`src/aptq_pkg.sv`:
```
package aptq_pkg;

  // Default sizes of the task table.
  localparam int DEPTH_DEF     = 16;
  localparam int TAG_WIDTH_DEF = 8;

  // Fixed field widths.
  localparam int KIND_W    = 2;
  localparam int IN_PRIO_W = 8;
  localparam int PRIO_W    = 16;
  localparam int PHASE_W   = 8;
  localparam int CFG_W     = 8;
  localparam int CFG_IDX_W = 1;
  localparam int STATUS_W  = 3;

  localparam logic [PRIO_W-1:0] PRIO_MAX = '1;

  // Request kinds.
  localparam logic [KIND_W-1:0] KIND_ENQ  = 2'd0;
  localparam logic [KIND_W-1:0] KIND_DEQ  = 2'd1;
  localparam logic [KIND_W-1:0] KIND_TICK = 2'd2;

  // Result status codes.
  localparam logic [STATUS_W-1:0] ST_ENQ   = 3'd0;
  localparam logic [STATUS_W-1:0] ST_FULL  = 3'd1;
  localparam logic [STATUS_W-1:0] ST_DISP  = 3'd2;
  localparam logic [STATUS_W-1:0] ST_EMPTY = 3'd3;
  localparam logic [STATUS_W-1:0] ST_TICK  = 3'd4;

  // Configuration register indexes and reset values.
  localparam logic [CFG_IDX_W-1:0] CFG_AGE_INTERVAL = 1'd0;
  localparam logic [CFG_IDX_W-1:0] CFG_AGE_STEP     = 1'd1;
  localparam logic [CFG_W-1:0]     AGE_INTERVAL_RST = 8'd2;
  localparam logic [CFG_W-1:0]     AGE_STEP_RST     = 8'd20;

  // Commands from the controller to the datapath.
  typedef struct packed {
    logic                load;       // capture request fields, restart sweep
    logic                step;       // read the slot at the index, advance it
    logic                enq_write;  // write the new task into the slot at the index
    logic                tick_mode;  // returning reads are aged, not compared
    logic                finish;     // register the result
    logic [STATUS_W-1:0] fin_status;
  } cmd_t;

  // Status from the datapath to the controller.
  typedef struct packed {
    logic full;
    logic empty;
    logic free_here;
    logic last_idx;
  } stat_t;

endpackage

```
`src/aptq_ram.sv`:
```
module aptq_ram #(
  parameter int WIDTH = 32,
  parameter int DEPTH = 16
) (
  input  logic                     clk,
  input  logic                     we,
  input  logic [$clog2(DEPTH)-1:0] waddr,
  input  logic [WIDTH-1:0]         wdata,
  input  logic [$clog2(DEPTH)-1:0] raddr,
  output logic [WIDTH-1:0]         rdata
);

  logic [WIDTH-1:0] mem [DEPTH];

  // One write port and one registered read port.
  always_ff @(posedge clk) begin
    if (we) begin
      mem[waddr] <= wdata;
    end
    rdata <= mem[raddr];
  end

endmodule

```
`src/aptq_ctrl.sv`:
```
module aptq_ctrl (
  input  logic                        clk,
  input  logic                        rst,
  input  logic                        start,
  input  logic [aptq_pkg::KIND_W-1:0] kind,
  input  aptq_pkg::stat_t             st,
  output aptq_pkg::cmd_t              cmd,
  output logic                        busy
);

  typedef enum logic [4:0] {
    S_IDLE  = 5'b00001,
    S_FIND  = 5'b00010,
    S_SWEEP = 5'b00100,
    S_DRAIN = 5'b01000,
    S_FIN   = 5'b10000
  } state_t;

  state_t state, state_next;
  logic   op_tick, op_tick_next;

  assign busy = (state != S_IDLE);

  // Sequencing of enqueue search, dequeue search and aging sweep.
  always_comb begin
    state_next     = state;
    op_tick_next   = op_tick;
    cmd            = '0;
    cmd.tick_mode  = op_tick;
    case (state)
      S_IDLE: begin
        if (start) begin
          cmd.load     = 1'b1;
          op_tick_next = (kind == aptq_pkg::KIND_TICK);
          case (kind)
            aptq_pkg::KIND_ENQ: begin
              if (st.full) begin
                cmd.finish     = 1'b1;
                cmd.fin_status = aptq_pkg::ST_FULL;
              end else begin
                state_next = S_FIND;
              end
            end
            aptq_pkg::KIND_DEQ: begin
              if (st.empty) begin
                cmd.finish     = 1'b1;
                cmd.fin_status = aptq_pkg::ST_EMPTY;
              end else begin
                state_next = S_SWEEP;
              end
            end
            aptq_pkg::KIND_TICK: begin
              state_next = S_SWEEP;
            end
            default: begin
              // Reserved kind: no change, answered as a finished tick.
              cmd.finish     = 1'b1;
              cmd.fin_status = aptq_pkg::ST_TICK;
            end
          endcase
        end
      end
      S_FIND: begin
        if (st.free_here) begin
          cmd.enq_write  = 1'b1;
          cmd.finish     = 1'b1;
          cmd.fin_status = aptq_pkg::ST_ENQ;
          state_next     = S_IDLE;
        end else begin
          cmd.step = 1'b1;
        end
      end
      S_SWEEP: begin
        cmd.step = 1'b1;
        if (st.last_idx) begin
          state_next = S_DRAIN;
        end
      end
      S_DRAIN: begin
        state_next = S_FIN;
      end
      S_FIN: begin
        cmd.finish     = 1'b1;
        cmd.fin_status = op_tick ? aptq_pkg::ST_TICK : aptq_pkg::ST_DISP;
        state_next     = S_IDLE;
      end
      default: begin
        state_next = S_IDLE;
      end
    endcase
  end

  always_ff @(posedge clk) begin
    if (rst) begin
      state   <= S_IDLE;
      op_tick <= 1'b0;
    end else begin
      state   <= state_next;
      op_tick <= op_tick_next;
    end
  end

`ifndef SYNTHESIS
  // A new request is only taken while idle.
  assert property (@(posedge clk) disable iff (rst) (state != S_IDLE) |-> !cmd.load)
    else $error("request loaded while busy");

  // A sweep always drains and finishes before the block is idle again.
  assert property (@(posedge clk) disable iff (rst) (state == S_DRAIN) |=> (state == S_FIN))
    else $error("sweep did not finish after drain");

  // The enqueue search only ends by writing a free slot.
  assert property (@(posedge clk) disable iff (rst)
    (state == S_FIND) && cmd.finish |-> cmd.enq_write && st.free_here)
    else $error("enqueue finished without a free slot");
`endif

endmodule

```
`src/aptq_dp.sv`:
```
module aptq_dp #(
  parameter int DEPTH     = aptq_pkg::DEPTH_DEF,
  parameter int TAG_WIDTH = aptq_pkg::TAG_WIDTH_DEF
) (
  input  logic                               clk,
  input  logic                               rst,
  input  aptq_pkg::cmd_t                     cmd,
  output aptq_pkg::stat_t                    st,
  input  logic [aptq_pkg::IN_PRIO_W-1:0]     new_priority,
  input  logic [TAG_WIDTH-1:0]               task_tag,
  input  logic                               cfg_we,
  input  logic [aptq_pkg::CFG_IDX_W-1:0]     cfg_index,
  input  logic [aptq_pkg::CFG_W-1:0]         cfg_wdata,
  output logic                               res_valid,
  output logic [aptq_pkg::STATUS_W-1:0]      res_status,
  output logic [TAG_WIDTH-1:0]               res_tag,
  output logic [aptq_pkg::PRIO_W-1:0]        res_priority,
  output logic [$clog2(DEPTH+1)-1:0]         res_occupancy
);

  localparam int IDX_W = $clog2(DEPTH);
  localparam int CNT_W = $clog2(DEPTH + 1);
  localparam int PH_LO = 0;
  localparam int PR_LO = aptq_pkg::PHASE_W;
  localparam int TG_LO = aptq_pkg::PHASE_W + aptq_pkg::PRIO_W;
  localparam int RAM_W = TG_LO + TAG_WIDTH;
  localparam logic [IDX_W-1:0] LAST_IDX = IDX_W'(DEPTH - 1);
  localparam logic [CNT_W-1:0] FULL_CNT = CNT_W'(DEPTH);

  // Configuration registers.
  logic [aptq_pkg::CFG_W-1:0] age_interval;
  logic [aptq_pkg::CFG_W-1:0] age_step;

  always_ff @(posedge clk) begin
    if (rst) begin
      age_interval <= aptq_pkg::AGE_INTERVAL_RST;
      age_step     <= aptq_pkg::AGE_STEP_RST;
    end else if (cfg_we) begin
      case (cfg_index)
        aptq_pkg::CFG_AGE_INTERVAL: age_interval <= cfg_wdata;
        aptq_pkg::CFG_AGE_STEP:     age_step     <= cfg_wdata;
        default: ;
      endcase
    end
  end

  // Slot valid bits, occupancy and sweep pointer.
  logic [DEPTH-1:0] valid;
  logic [CNT_W-1:0] count, count_next;
  logic [IDX_W-1:0] idx;
  logic             rd_pend;
  logic [IDX_W-1:0] rd_idx;

  // Captured request fields.
  logic [TAG_WIDTH-1:0]              tag_q;
  logic [aptq_pkg::IN_PRIO_W-1:0]    prio_q;

  // Best candidate of a dequeue search.
  logic                       best_found;
  logic [IDX_W-1:0]           best_idx;
  logic [TAG_WIDTH-1:0]       best_tag;
  logic [aptq_pkg::PRIO_W-1:0] best_prio;

  // Slot store: tag, current priority and aging phase.
  logic             ram_we;
  logic [IDX_W-1:0] ram_waddr;
  logic [RAM_W-1:0] ram_wdata;
  logic [RAM_W-1:0] ram_rdata;

  aptq_ram #(
    .WIDTH (RAM_W),
    .DEPTH (DEPTH)
  ) u_ram (
    .clk   (clk),
    .we    (ram_we),
    .waddr (ram_waddr),
    .wdata (ram_wdata),
    .raddr (idx),
    .rdata (ram_rdata)
  );

  logic [aptq_pkg::PHASE_W-1:0] rd_phase;
  logic [aptq_pkg::PRIO_W-1:0]  rd_prio;
  logic [TAG_WIDTH-1:0]         rd_tag;
  logic                         rd_live;

  assign rd_phase = ram_rdata[PH_LO +: aptq_pkg::PHASE_W];
  assign rd_prio  = ram_rdata[PR_LO +: aptq_pkg::PRIO_W];
  assign rd_tag   = ram_rdata[TG_LO +: TAG_WIDTH];
  assign rd_live  = rd_pend && valid[rd_idx];

  // Aging of the slot whose data has just returned.
  logic [aptq_pkg::PHASE_W-1:0] phase_inc;
  logic                         boost;
  logic [aptq_pkg::PRIO_W:0]    prio_sum;
  logic [aptq_pkg::PRIO_W-1:0]  prio_aged;
  logic [aptq_pkg::PHASE_W-1:0] phase_new;

  always_comb begin
    phase_inc = rd_phase + aptq_pkg::PHASE_W'(1);
    boost     = (phase_inc >= age_interval) || (phase_inc == '0);
    prio_sum  = {1'b0, rd_prio} + (aptq_pkg::PRIO_W + 1)'(age_step);
    if (!boost) begin
      prio_aged = rd_prio;
    end else if (prio_sum[aptq_pkg::PRIO_W]) begin
      prio_aged = aptq_pkg::PRIO_MAX;
    end else begin
      prio_aged = prio_sum[aptq_pkg::PRIO_W-1:0];
    end
    phase_new = boost ? '0 : phase_inc;
  end

  // Write port: new task on enqueue, aged entry during a tick sweep.
  always_comb begin
    if (cmd.enq_write) begin
      ram_we    = 1'b1;
      ram_waddr = idx;
      ram_wdata = {tag_q, aptq_pkg::PRIO_W'(prio_q), aptq_pkg::PHASE_W'(0)};
    end else begin
      ram_we    = rd_live && cmd.tick_mode;
      ram_waddr = rd_idx;
      ram_wdata = {rd_tag, prio_aged, phase_new};
    end
  end

  // Status toward the controller.
  assign st.full      = (count == FULL_CNT);
  assign st.empty     = (count == '0);
  assign st.free_here = !valid[idx];
  assign st.last_idx  = (idx == LAST_IDX);

  logic disp;
  assign disp = cmd.finish && (cmd.fin_status == aptq_pkg::ST_DISP);

  always_comb begin
    count_next = count;
    if (cmd.enq_write) begin
      count_next = count + CNT_W'(1);
    end else if (disp) begin
      count_next = count - CNT_W'(1);
    end
  end

  // Control state: valid bits, count, sweep pointer and result strobe.
  always_ff @(posedge clk) begin
    if (rst) begin
      valid      <= '0;
      count      <= '0;
      idx        <= '0;
      rd_pend    <= 1'b0;
      best_found <= 1'b0;
      res_valid  <= 1'b0;
    end else begin
      count     <= count_next;
      rd_pend   <= cmd.step;
      res_valid <= cmd.finish;
      if (cmd.enq_write) begin
        valid[idx] <= 1'b1;
      end
      if (disp) begin
        valid[best_idx] <= 1'b0;
      end
      if (cmd.load) begin
        idx        <= '0;
        best_found <= 1'b0;
      end else begin
        if (cmd.step) begin
          idx <= idx + IDX_W'(1);
        end
        if (rd_live && !cmd.tick_mode &&
            (!best_found || rd_prio > best_prio)) begin
          best_found <= 1'b1;
        end
      end
    end
  end

  // Payload registers.
  always_ff @(posedge clk) begin
    if (cmd.load) begin
      tag_q  <= task_tag;
      prio_q <= new_priority;
    end
    if (cmd.step) begin
      rd_idx <= idx;
    end
    if (rd_live && !cmd.tick_mode && (!best_found || rd_prio > best_prio)) begin
      best_idx  <= rd_idx;
      best_tag  <= rd_tag;
      best_prio <= rd_prio;
    end
    if (cmd.finish) begin
      res_status    <= cmd.fin_status;
      res_tag       <= disp ? best_tag : '0;
      res_priority  <= disp ? best_prio : '0;
      res_occupancy <= count_next;
    end
  end

`ifndef SYNTHESIS
  // The occupancy count tracks the valid bits.
  assert property (@(posedge clk) disable iff (rst) count == CNT_W'($countones(valid)))
    else $error("occupancy count out of step with valid bits");

  // An enqueue never overwrites a waiting task.
  assert property (@(posedge clk) disable iff (rst) cmd.enq_write |-> !valid[idx])
    else $error("enqueue into an occupied slot");

  // A dispatch removes a waiting task that the search found.
  assert property (@(posedge clk) disable iff (rst) disp |-> best_found && valid[best_idx])
    else $error("dispatch without a valid candidate");
`endif

endmodule

```
`src/aging_priority_task_queue_core.sv`:
```
// An enqueue into a full table finishes without a search; otherwise it makes a linear
// search for the lowest free slot. A dequeue or tick makes one pass over the slot RAM
// read port, then drains; an empty dequeue or reserved kind finishes without a pass.
// The result strobe done rises in the cycle after the work ends; busy is low again by then.
// Requests are handled one at a time, each taken only while idle; the receiver cannot stall.
// Reset (rst, synchronous) empties the table and restores age_interval 2 and age_step 20.
module aging_priority_task_queue_core #(
  parameter int DEPTH     = aptq_pkg::DEPTH_DEF,
  parameter int TAG_WIDTH = aptq_pkg::TAG_WIDTH_DEF
) (
  input  logic                           clk,
  input  logic                           rst,
  input  logic                           start,
  output logic                           busy,
  input  logic [aptq_pkg::KIND_W-1:0]    kind,
  input  logic [aptq_pkg::IN_PRIO_W-1:0] new_priority,
  input  logic [TAG_WIDTH-1:0]           task_tag,
  input  logic                           cfg_we,
  input  logic [aptq_pkg::CFG_IDX_W-1:0] cfg_index,
  input  logic [aptq_pkg::CFG_W-1:0]     cfg_wdata,
  output logic                           done,
  output logic [aptq_pkg::STATUS_W-1:0]  status,
  output logic [TAG_WIDTH-1:0]           out_tag,
  output logic [aptq_pkg::PRIO_W-1:0]    out_priority,
  output logic [$clog2(DEPTH+1)-1:0]     occupancy
);

  aptq_pkg::cmd_t  cmd;
  aptq_pkg::stat_t st;

  aptq_ctrl u_ctrl (
    .clk   (clk),
    .rst   (rst),
    .start (start),
    .kind  (kind),
    .st    (st),
    .cmd   (cmd),
    .busy  (busy)
  );

  aptq_dp #(
    .DEPTH     (DEPTH),
    .TAG_WIDTH (TAG_WIDTH)
  ) u_dp (
    .clk           (clk),
    .rst           (rst),
    .cmd           (cmd),
    .st            (st),
    .new_priority  (new_priority),
    .task_tag      (task_tag),
    .cfg_we        (cfg_we),
    .cfg_index     (cfg_index),
    .cfg_wdata     (cfg_wdata),
    .res_valid     (done),
    .res_status    (status),
    .res_tag       (out_tag),
    .res_priority  (out_priority),
    .res_occupancy (occupancy)
  );

endmodule
```
`config.mk`:
```
export PLATFORM = sky130hd
export DESIGN_NAME = aging_priority_task_queue_core
export DESIGN_NICKNAME = d
export VERILOG_FILES = /design/src/aptq_pkg.sv /design/src/aptq_ram.sv /design/src/aptq_ctrl.sv /design/src/aptq_dp.sv /design/src/aging_priority_task_queue_core.sv
export SDC_FILE = /design/constraint.sdc
export NUM_CORES = 1
export LEC_CHECK = 0
export BUFFER_PORTS_ARGS = -buffer_cell sky130_fd_sc_hd__buf_4
export CORE_MARGIN = 2
export CORE_UTILIZATION = 45
export DETAILED_ROUTE_END_ITERATION = 6
export HOLD_SLACK_MARGIN = 0.02
export PLACE_DENSITY = 0.71
export SLEW_MARGIN = 20
export SYNTH_ARGS = -nofsm -noshare
export SYNTH_HDL_FRONTEND = slang
export SYNTH_SLANG_ARGS = --single-unit
```
`constraint.sdc`:
```
create_clock -name clk -period 5.1 [get_ports clk]
set_input_delay 0.255 -clock clk [delete_from_list [all_inputs] [get_ports clk]]
set_output_delay 0.255 -clock clk [all_outputs]
set_load 0.01 [all_outputs]
```
## Word level (Yosys, flattened, before mapping)

Memory sizes are Yosys's and may differ from the RTL's. A register that Yosys moved wholly into a read port is not among the register bits.
Cells that the tools add are included.

| word-level totals | value |
|---|---|
| memories | 1 |
| RAM bits | 512 |
| output and inout bits | 34 |
| bits of input ports | 31 |
| register bits | 130 |

Memory list:

| name | depth | bits a word | read ports | clocked after memory_dff | wr ports | line | text |
|---|---|---|---|---|---|---|---|
| u_dp.u_ram.mem | 16 | 32 | 1 | 1 | 1 | aptq_ram.sv:13 | `logic [WIDTH-1:0] mem [DEPTH];` |

| cells by class | value |
|---|---|
| equal/unequal tests | 17 |
| $add $sub $neg | 5 |
| muxes and demuxes | 41 |
| magnitude comparators | 7 |
| bitwise operators | 4 |
| reductions and logical operators | 19 |

Operators by type and width:

| operator | number |
|---|---|
| 16-bit 2-to-1 mux | 5 |
| 5-bit 2-to-1 mux | 7 |
| 32-bit 2-to-1 mux | 1 |
| 4-bit case mux with 3 select lines | 2 |
| 4-bit 2-to-1 mux | 5 |
| 5-bit case mux with 4 select lines | 1 |
| 16-bit by 8-bit adder with 17-bit output | 1 |
| 16-bit bitwise AND | 1 |
| 16-bit greater-than comparator | 1 |
| 16-bit inverter | 1 |
| 16-bit bitwise OR | 1 |
| 4-bit by 5-bit less-than comparator with 1-bit output (second input constant) | 3 |
| 5-bit case mux with 3 select lines | 1 |
| 1-bit 2-to-1 mux | 12 |
| 5-bit equality test (second input constant) | 2 |
| 8-bit by 1-bit adder with 8-bit output (second input constant) | 1 |
| 1-bit binary-select mux with 4-bit select | 2 |
| 1-bit demux with 4-bit select | 2 |
| 4-bit by 1-bit greater-or-equal comparator with 1-bit output (second input constant) | 2 |
| 8-bit greater-or-equal comparator | 1 |
| 8-bit logical NOT | 1 |
| 8-bit 2-to-1 mux | 1 |
| 1-bit logical AND | 7 |
| 2-bit inequality test (second input constant) | 3 |
| other kinds (24) | 29 |

## Depth between registers and ports, before layout

Gate-level depths: netlist of the first run.

| logic depth | value |
|---|---|
| depth after elaboration | 9 |
| gate-level depth with buffers | 12 |
| depth with buffers taken out | 11 |

## Hierarchy

From an unflattened synthesis of the first run, not the netlist that was laid out.

| second synthesis, totals | value |
|---|---|
| cell total of the unflattened synthesis | 1487 |
| area total of the unflattened synthesis | 26862.0 um2 |

By module, submodules not included:

| module | cells an instance | seq. area each (um2) | area an instance (um2) | times used |
|---|---|---|---|---|
| aptq_ram | 838 | 16015.4 | 19854.0 | 1 |
| aptq_dp | 587 | 3283.1 | 6506.2 | 1 |
| aptq_ctrl | 62 | 120.1 | 501.7 | 1 |

## Worst setup path before layout of the first run

OpenSTA, ideal clock, no wires.

| timing path | value |
|---|---|
| path type | register to register |
| from | reg u_dp.idx[0] |
| to | mem u_dp.u_ram.mem[3][0] (enable) |
| stages on the path, launching flop included | 9 |
| required time | 4679 ps |
| period minus slack after synthesis | 3848 ps |
| arrival | 3426 ps |
| buffers on the path | 2 |
| slack | 1252 ps |
| path through | dfxtp_1 buf_2 mux4_2 or2_2 a21oi_2 nor2_1 buf_2 o22a_1 nor2_1 |

| on the way | value |
|---|---|
| longest elaborated chain between the ends | 7 |
| elaborated cells between the ends (all ways) | 8 |
| those cells by class | 8 x mux |

Ends and longest elaborated chain:

| what | line | text |
|---|---|---|
| start, declared | aptq_dp.sv:50 | `logic [IDX_W-1:0] idx;` |
| start signal, assigned | aptq_dp.sv:168 | `idx <= idx + IDX_W'(1);` |
| 1-bit binary-select mux with 4-bit select | aptq_dp.sv:129 | `assign st.free_here = !valid[idx];` |
| 1-bit 2-to-1 mux (not written as such) | aptq_dp.sv:129 |  |
| 1-bit 2-to-1 mux | aptq_ctrl.sv:64 | `if (st.free_here) begin` |
| 1-bit 2-to-1 mux | aptq_ctrl.sv:30 | `case (state)` |
| 1-bit 2-to-1 mux | aptq_dp.sv:115 | `if (cmd.enq_write) begin` |
| 1-bit 2-to-1 mux | aptq_ram.sv:17 | `if (we) begin` |
| 1-bit 2-to-1 mux (not written as such) | aptq_ram.sv:18 | `mem[waddr] <= wdata;` |
| end, declared | aptq_ram.sv:13 |  |

Parallel ways exist; a longest one is shown, timed or not. The select of a mux whose other input is x is not followed.

## Final worst setup path of the first run

| timing path | value |
|---|---|
| from | reg u_dp.u_ram.rdata[0], read port of u_dp.u_ram.mem |
| to | mem u_dp.u_ram.mem[12][11] (data pin) |

| on the way | value |
|---|---|
| longest elaborated chain between the ends | 5 |
| elaborated cells between the ends (all ways) | 6 |
| those cells by class | 1 x add/sub; 1 x order compare; 2 x mux; 2 x reduce/logical |

Ends and longest elaborated chain:

| what | line | text |
|---|---|---|
| start, declared | aptq_ram.sv:10 | `output logic [WIDTH-1:0] rdata` |
| 8-bit by 1-bit adder with 8-bit output * | aptq_dp.sv:100 | `phase_inc = rd_phase + aptq_pkg::PHASE_W'(1);` |
| 8-bit greater-or-equal comparator or 8-bit logical NOT (tied branches) | aptq_dp.sv:101 | `boost = (phase_inc >= age_interval) \|\| (phase_inc == '0);` |
| 1-bit logical OR * | aptq_dp.sv:101 |  |
| 16-bit 2-to-1 mux * | aptq_dp.sv:103 | `if (!boost) begin` |
| 32-bit 2-to-1 mux * | aptq_dp.sv:115 |  |
| named net u_dp.ram_wdata[11] | aptq_dp.sv:67 | `logic [RAM_W-1:0] ram_wdata;` |

The timed path passes the listed nets; every way through them passes the cells marked *.

==> results.tsv, run 1 <==
metric	value	unit
status	finished clean	
drt_first_pass_iters	5	
synth_nets	1546	
die_w	248.3	um
routedWlPerCell	24.55	um
first_global_vias	14250	
ff2ff_path_depth	11	
clockBufferDepth	3	
grt_pass1_wl	89260	um
post_synth_and_or_nand_nor_area_fraction	0.05275	
io-pin-count	65	
ys_top_cells_by_area	edfxtp_1 (66%), mux4_2 (14%), dfxtp_1 (6.1%)	
cts_tree	done	
hold_depth	3	
total_power	11440	uW
grt_max_degree	99	
synth_compound_area_frac	0.03831	
synthAdderAreaFrac	0.02172	
total_leakage_power	0.01003	uW
critPathLaunchType	register	
area_delta_synth_final	15.11	%
hold_class	in -> reg	
cts_made_buffers	67	
initial_core_util	0.4549	
core_area	59020	um2
design_area	30900	um2
grt_usage	0.1970	
insertion_delay	0.60	ns
post-dp-hpwl	35760	um
yosysWarnings	0	
hold_slack	0.07618	ns
fmax	247.1	MHz
synthTopCellsByCount	edfxtp_1 (592), mux4_2 (165), nand2_1 (94)	
routed_wl	59730	um
synth_xor_area_frac	0.005546	
numPortBuffers	64	
path_max_fanout	26	
clk_pin_slew	0.06	ns
yosysMostFrequentCell	edfxtp_1	
min_period_over_period	0.7935	
setup_tns	0	ns
synth_mux_area_frac	0.1430	
dieArea	61630	um2
critPathCaptureType	register	
slew_viol_final	0	
yosysTopAreaCell	edfxtp_1	
drt_iter0_drc	1283	
cts-root-buf	clkbuf_16	
cp_data_arrival_time	4.28	ns
die_y	248.3	um
seq_area_frac_synth	0.7233	
placedCellCount	2286	
path_class	reg -> reg	
instances_no_fill	2433	
drc_errors	0	
syn_avg_cell_area	18.28	um2
cts_setup_buffers	0	
rsz0062_at_grt	false	
async_flop_share	0	
ys_types	65	
switching_power	2388	uW
rows	89	
cts.sinks	674	
vias	14240	
ir_worst_vdd	0.0002759	V
comb_power_share	0.046	
intPower	9048	uW
via_per_inst	5.852	
seq_power_share	0.540	
relSlewSlack	0.2428	
setup_viol	0	
finalNetCount	1683	
hold_viol_final	0	
antenna_found_initial	2	
min_period	4.047	ns
synth-seq-cells	674	
synthFlopType	edfxtp_1	
switching_share	0.2088	
place_area	28550	um2
synth_top_area_share	0.6621	
cts_max_level	3	
ant_nets	0	
syn_area	26850	um2
power.density	370.0	nW/um2
grt.overflow.total	0	
clkPwrFrac	0.414	
finalClockSkew	0.02764	ns
cp.required	5.33	ns
syn_inst	1469	
worst_slew_pin_slew	1.129	ns
gp_congestion	0.8244	
synth_top_family_by_area	multiplexers	
drive_gt1_frac	0.2447	
maxCapViolations	0	
synth-edff-count	592	
per-layer routing:
metal | up-vias | GRT usage | wire length [um]
met5 | - | 0 | 9
met1 | 7373 | 0.2702 | 24570
li1 | 6159 | - | -
met2 | 593 | 0.3171 | 28710
met3 | 111 | 0.04546 | 4832
met4 | 2 | 0.05690 | 1608
layout by cell type (no fill, tap or decap), types with 12 or more instances in the layout:
cell           Yosys  layout
a211oi_1          12      12
clkbuf_16          0      71
a21oi_1           53      52
o21ai_0           27      24
and2_1            14      14
nor2_1            73      56
ha_1              45      45
nor3_1            26      26
nor2b_1           15      15
and3_1            16      16
nand3_1           15      14
nor2_4             0      16
inv_1             40      40
clkbuf_1          30      17
mux4_2           165     165
nand2_1           94      94
edfxtp_1         592     592
dlygate4sd3_1      0      24
clkinv_2           0      12
dfxtp_1           82      78
buf_4              0     104
cells by family (layout without fill, tap and decap cells):
group	after synthesis	count (layout)
buffers and inverters	103	293
adder cells (fa/ha/maj)	46	46
AO/OA/AOI/OAI	158	158
AND/OR/NAND/NOR	295	295
other	0	1
flip-flops	674	674
multiplexers	176	176
XOR/XNOR	17	17
sequential cells by signal, indices dropped and copies added (netlist names), 4 cells and up:
register            flops
u_dp.count              5
u_dp.best_tag           8
u_dp.res_occupancy      5
u_dp.best_idx           4
u_dp.u_ram.mem        512
u_dp.prio_q             8
u_dp.idx                4
u_dp.res_tag            8
u_dp.u_ram.rdata       32
u_dp.age_interval       8
u_dp.best_prio         16
u_dp.res_priority      16
u_dp.age_step           8
u_ctrl.state            5
u_dp.rd_idx             4
u_dp.valid             16
u_dp.tag_q              8
worst paths after layout:
| check | start | to | slack (ns) |
|---|---|---|---|
| max | u_dp.u_ram.rdata[0] | u_dp.u_ram.mem[12][11] | 1.05 |
| min | start | u_ctrl.state[2] | 0.08 |
| max reg2reg | u_dp.u_ram.rdata[0] | u_dp.u_ram.mem[12][11] | 1.05 |
| min reg2reg | u_dp.u_ram.rdata[30] | u_dp.best_tag[6] | 0.43 |
power groups by stage:
stage                     registers [uW]  logic, uW  clock network (uW)
final                               6170        524                4740
after global routing                6180        578                5010
after CTS                           6170        529                4810
after detailed placement            6290        511                   0
after global placement              6290        494                   0
after floorplan                     6290        273                   0
stage by stage:
stage,util,setup WS [ns]
after CTS,0.5235,1.106
after global placement,0.4838,1.321
final,0.5236,1.053
after detailed placement,0.4838,1.161
after floorplan,-,1.252
after global routing,0.5236,0.7531
final cells by class:
class,count,area [um2]
Clock buffer,90,1868
Clock inverter,32,239.0
Fill cell,4612,28110
Inverter,40,150.1
Sequential cell,674,19430
Antenna cell,1,2.502
Tap cell,773,967.2
Multi-Input combinational cell,692,7166
Timing Repair Buffer,131,1081
critical path, cell delays in order (launching register included):
cell and delay (ns):
dfxtp_1 0.43, nand3_1 0.15, nor2_1 0.18, and3_1 0.19
xor2_1 0.23, ha_1 0.29, a21oi_1 0.19, nand2_1 0.07
a311oi_1 0.41, o2bb2ai_2 0.41, and3_1 0.28, o21ai_1 0.84
what timing repair did:
item                                   CTS  global route
endpoints found under the hold margin   32             0
gates resized for setup                  0             0
hold buffers                            24             0
No activity file was read; power rests on OpenSTA's default activity.
==> run 2, diff against run 1 <==
==> constraint.sdc (replaced) <==
create_clock -name clk -period 4.1 [get_ports clk]
set_input_delay 0.205 -clock clk [delete_from_list [all_inputs] [get_ports clk]]
set_output_delay 0.205 -clock clk [all_outputs]
set_load 0.01 [all_outputs]
==> results.tsv, run 2 (synthesis results as in run 1) <==
metric	value	unit
status	finished clean	
top_regs	u_dp.u_ram.mem (512), u_dp.u_ram.rdata (32)	
worst_slew_pin_slew	1.055	ns
fmax	273.2	MHz
first_global_vias	14390	
cts_max_level	3	
min_period_over_period	0.8928	
drt_iter0_drc	1486	
num_antenna_cells	0	
relSlewSlack	0.2936	
routedWlPerCell	24.46	um
antenna_found_initial	0	
cts_made_buffers	70	
min-delay-start	cfg_we	
power.density	466.0	nW/um2
drt_first_pass_iters	5	
grt_max_degree	61	
largest-register	u_dp.u_ram.mem	
ff2ff_path_depth	12	
holdPathEnd	u_dp.age_interval[3]	
drive_gt1_frac	0.2555	
cts-root-buf	clkbuf_16	
critPathCaptureType	register	
seq_area	19430	um2
pre_cts_slack	0.1172	ns
insertion_delay	0.62	ns
rows	89	
cp_data_arrival_time	3.92	ns
maxCapViolations	0	
vias	14360	
setup_viol	0	
drc_errors	0	
ctsResizeCount	0	
finish.utilization	0.5308	
numPortBuffers	64	
setup_tns	0	ns
mostFrequentLayoutCells	edfxtp_1 (592), mux4_2 (165), buf_4 (115)	
largest_reg_flops	512	
total_leakage_power	0.01022	uW
die_y	248.3	um
routed_wl	60270	um
gp_congestion	0.8601	
r2r-end	u_dp.u_ram.mem[13][14]	
hold_class	in -> reg	
via_per_inst	5.828	
multiInputGateArea	7168	um2
die_w	248.3	um
critPathLaunchType	register	
cts.sinks	674	
layout_commonest_cell	edfxtp_1	
rsz0062_at_grt	false	
finalNetCount	1710	
clk_pin_slew	0.06	ns
clockBufferDepth	3	
crit_start	u_dp.u_ram.rdata[0]	
slew_viol_final	0	
r2r_slack	0.44	ns
path_max_fanout	16	
cp.required	4.36	ns
grt.overflow.total	0	
grt_pass1_wl	90000	um
ir_worst_vdd	0.0003064	V
area_delta_synth_final	16.69	%
hold_depth	4	
fillers	4526	
r2r_start	u_dp.u_ram.rdata[0]	
initial_core_util	0.4549	
ant_nets	0	
finalClockSkew	0.02175	ns
core_area	59020	um2
total_power	14600	uW
min_period	3.660	ns
dieArea	61630	um2
grt_usage	0.1996	
setup_slack	0.4396	ns
path_class	reg -> reg	
io-pin-count	65	
hold_slack	0.06748	ns
hold_viol_final	0	
post-dp-hpwl	34620	um
cts_tree	done	
-- run 2: changes by cell type in the layout (fill, tap and decap cells not counted), moves of 2 or more --
cell	change
bufinv_16	+2
buf_4	+11
dlygate4sd3_1	+5
clkinv_2	-3
clkinv_4	+2
o21ai_0	-2
clkinvlp_4	+2
inv_16	+3
buf_12	+5
o21ai_1	+3
-- run 2: where the power goes --
| group | switching (uW) | internal (uW) | total, uW | leakage [uW] |
|---|---|---|---|---|
| combinational | 401 | 241 | 642 | 0.00309 |
| clock | 2660 | 3610 | 6270 | 0.00109 |
| sequential | 64.8 | 7620 | 7680 | 0.00604 |
-- run 2: final cells by class --
class	count	share of cell area
flip-flops and latches	674	0.6202
well taps	773	0.03087
repair buffers	155	0.04269
clock buffers	91	0.06010
inverters	40	0.004792
clock inverters	39	0.01254
multi-input cells	692	0.2288
-- run 2: timing repair --
action | in CTS | in global routing
hold buffers | 29 | 0
endpoints found under the hold margin | 34 | 0
setup buffers | 0 | 0
-- run 2: how the worst max path moves through the flow --
| stage | endpoint | slack (ns) | cells after the start |
|---|---|---|---|
| after floorplan | u_dp.u_ram.mem[3][0] | 0.25 | 8 |
| after global placement | u_dp.u_ram.mem[6][10] | 0.24 | 12 |
| after detailed placement | u_dp.u_ram.mem[3][11] | 0.12 | 12 |
| after CTS | u_dp.u_ram.mem[7][11] | 0.09 | 12 |
| after global routing | u_dp.u_ram.mem[13][14] | 0.16 | 12 |
| final | u_dp.u_ram.mem[13][14] | 0.44 | 12 |
-- run 2: routing by layer --
layer  part of all wire  global-route usage
met1               0.41              0.2786
met2               0.47              0.3132
met3              0.085             0.04374
met4              0.026             0.06740
met5                  0                   0
-- run 2: metrics by stage --
stage	std cells	instance area (um2)
finish	2464	31330
global route	2464	31330
CTS	2462	31310
detailed placement	2303	28740
global placement	2303	28740
floorplan	1469	26850
-- run 2: worst max-delay path, cell delays in order (launching register included) --
cell and delay [ns]:
dfxtp_1 0.44, nand3_1 0.16, nor2_1 0.18, and3_1 0.19, xor2_1 0.19, ha_1 0.27, a21oi_1 0.21, nand2_1 0.08
a311oi_1 0.27, buf_4 0.17, o2bb2ai_2 0.16, and3_1 0.20, o21ai_1 0.78
==> run 3, diff against run 2 <==
--- a/config.mk
+++ b/config.mk
@@ -7,10 +7,10 @@
 export LEC_CHECK = 0
 export BUFFER_PORTS_ARGS = -buffer_cell sky130_fd_sc_hd__buf_4
 export CORE_MARGIN = 2
-export CORE_UTILIZATION = 45
+export CORE_UTILIZATION = 62
 export DETAILED_ROUTE_END_ITERATION = 6
 export HOLD_SLACK_MARGIN = 0.02
-export PLACE_DENSITY = 0.71
+export PLACE_DENSITY = 0.89
 export SLEW_MARGIN = 20
 export SYNTH_ARGS = -nofsm -noshare
 export SYNTH_HDL_FRONTEND = slang
==> constraint.sdc (replaced) <==
create_clock -name clk -period 4.1 [get_ports clk]
set_input_delay 0.205 -clock clk [delete_from_list [all_inputs] [get_ports clk]]
set_output_delay 0.205 -clock clk [all_outputs]
set_load 0.02 [all_outputs]
==> results.tsv, run 3 (synthesis results as in run 1) <==
metric	value	unit
top_regs	u_dp.u_ram.mem (512), u_dp.u_ram.rdata (32)	
finalClockSkew	0.03523	ns
largest-register	u_dp.u_ram.mem	
drt_iter0_drc	2289	
rsz0062_at_grt	false	
critPathLaunchType	register	
critPathCaptureType	register	
path_max_fanout	16	
relSlewSlack	0.2044	
setup_tns	0	ns
drive_gt1_frac	0.2525	
maxCapViolations	0	
layout_commonest_cell	edfxtp_1	
slew_viol_final	0	
crit_family	compound AO/OA/AOI/OAI gates	
grt_pass1_wl	100300	um
met3_usage	0.06736	
use_met2	0.5265	
min-delay-start	kind[1]	
cts_tree	done	
grt_usage	0.3130	
hold_class	in -> reg	
first_global_vias	15700	
clockBufferDepth	3	
use_met1	0.3897	
total_power	14370	uW
fmax	262.1	MHz
largest_reg_flops	512	
clk_pin_slew	0.06	ns
mostFrequentLayoutCells	edfxtp_1 (592), mux4_2 (165), buf_4 (110)	
holdPathEnd	u_ctrl.op_tick	
violations	design-rule violations	
numPortBuffers	64	
die_w	212.1	um
cts_setup_buffers	0	
r2r-end	u_dp.u_ram.mem[14][17]	
cts.sinks	674	
worst_path_largest_cell_delay	0.70	ns
via_per_inst	6.829	
total_leakage_power	0.01017	uW
drc_errors	1	
drt_first_pass_iters	7	
antenna_found_initial	0	
routed_wl	68430	um
cp.required	4.37	ns
vias	15460	
min_period_over_period	0.9304	
io-pin-count	65	
num_antenna_cells	0	
setup_viol	0	
r2r_start	u_dp.u_ram.rdata[2]	
crit_slowest_cell	a31oi_2	
status	finished with violations	
cp_data_arrival_time	4.09	ns
rows	76	
die_y	212.1	um
gp_congestion	0.9105	
post-dp-hpwl	37530	um
cts_made_buffers	66	
hold_depth	4	
fillers	2291	
top_usage_layer	met2	
worstPathCellList	nand3_1, nor2_1, and3_1, xor2_1, ha_1, a21oi_1, nand2_1, a311oi_1, buf_4, a2bb2oi_1, o31ai_1, a31oi_2	
finalNetCount	1704	
grt.overflow.total	0	
power.density	464.0	nW/um2
core_area	42890	um2
insertion_delay	0.61	ns
dieArea	44980	um2
hold_viol_final	0	
cts-root-buf	clkbuf_16	
routedWlPerCell	30.23	um
ff2ff_path_depth	12	
initial_core_util	0.6260	
cts_max_level	3	
path_class	reg -> reg	
ant_nets	0	
worst_slew_pin_slew	1.193	ns
ir_worst_vdd	0.0003761	V
area_delta_synth_final	15.34	%
grt_max_degree	114	
r2r_slack	0.29	ns
min_period	3.815	ns
crit_buf_inv	1	
-- run 3: changes by cell type in the layout (fill, tap and decap cells not counted), sizes merged --
cell / delta
bufinv: -3
clkbuf: +6
clkinv: -6
clkinvlp: -4
dlygate4sd3: -1
inv: -4
-- run 3: power breakdown --
group | internal, uW | leakage [uW] | switching, uW | total (uW)
clock network | 3430 | 0.00104 | 2550 | 5970
registers | 7620 | 0.00604 | 68.3 | 7690
logic | 246 | 0.00309 | 462 | 707
-- run 3: through the flow --
stage / utilization / area, um2 / setup slack, ns / hold WS (ns) / instances
finish: 0.7221 / 30970 / 0.2853 / 0.07886 / 2264
global route: 0.7221 / 30970 / 0.01178 / 0.07542 / 2264
CTS: 0.7218 / 30950 / 0.1007 / 0.05290 / 2262
detailed placement: 0.6659 / 28560 / 0.06763 / 0.3845 / 2114
global placement: 0.6659 / 28560 / 0.2716 / 0.3835 / 2114
floorplan: - / 26850 / 0.2524 / 0.3039 / 1469
-- run 3: per-layer routing --
layer  part of all wire  wire length (um)
met3               0.10              7089
met4              0.052              3571
met5                  0                 0
met1               0.34             23160
met2               0.51             34620
-- run 3: area by class of cell --
type,instances,area [um2],share of cell area
multi-input cells,692,7168,0.2315
well taps,585,732.0,0.02364
flip-flops and latches,674,19430,0.6274
repair buffers,153,1379,0.04453
clock inverters,22,157.7,0.005091
clock buffers,98,1952,0.06303
inverters,40,150.1,0.004848
-- run 3: what timing repair did --
| action | CTS | global route |
|---|---|---|
| hold buffers | 28 | 0 |
| endpoints found under the hold margin | 33 | 0 |
| setup endpoints to repair | 47 | 0 |
| resized for setup | 3 | 0 |
-- run 3: worst reg2reg max path, stage by stage (launching register included) --
cell       delay (ns)
dfxtp_1          0.44
nand3_1          0.15
nor2_1           0.17
and3_1           0.19
xor2_1           0.19
ha_1             0.27
a21oi_1          0.20
nand2_1          0.07
a311oi_1         0.25
buf_4            0.17
a2bb2oi_1        0.52
o31ai_1          0.19
a31oi_2          0.70
-- run 3: worst max path at each step --
| stage | slack, ns | startpoint | depth (start not counted) | endpoint |
|---|---|---|---|---|
| floorplan | 0.25 | u_dp.idx[0] | 8 | u_dp.u_ram.mem[3][0] |
| global placement | 0.27 | u_dp.u_ram.rdata[2] | 12 | u_dp.u_ram.mem[15][10] |
| detailed placement | 0.07 | u_dp.u_ram.rdata[0] | 13 | u_dp.u_ram.mem[5][14] |
| CTS | 0.10 | u_dp.u_ram.rdata[2] | 12 | u_dp.u_ram.mem[5][12] |
| global route | 0.01 | u_dp.u_ram.rdata[0] | 13 | u_dp.u_ram.mem[15][14] |
| finish | 0.29 | u_dp.u_ram.rdata[2] | 12 | u_dp.u_ram.mem[14][17] |
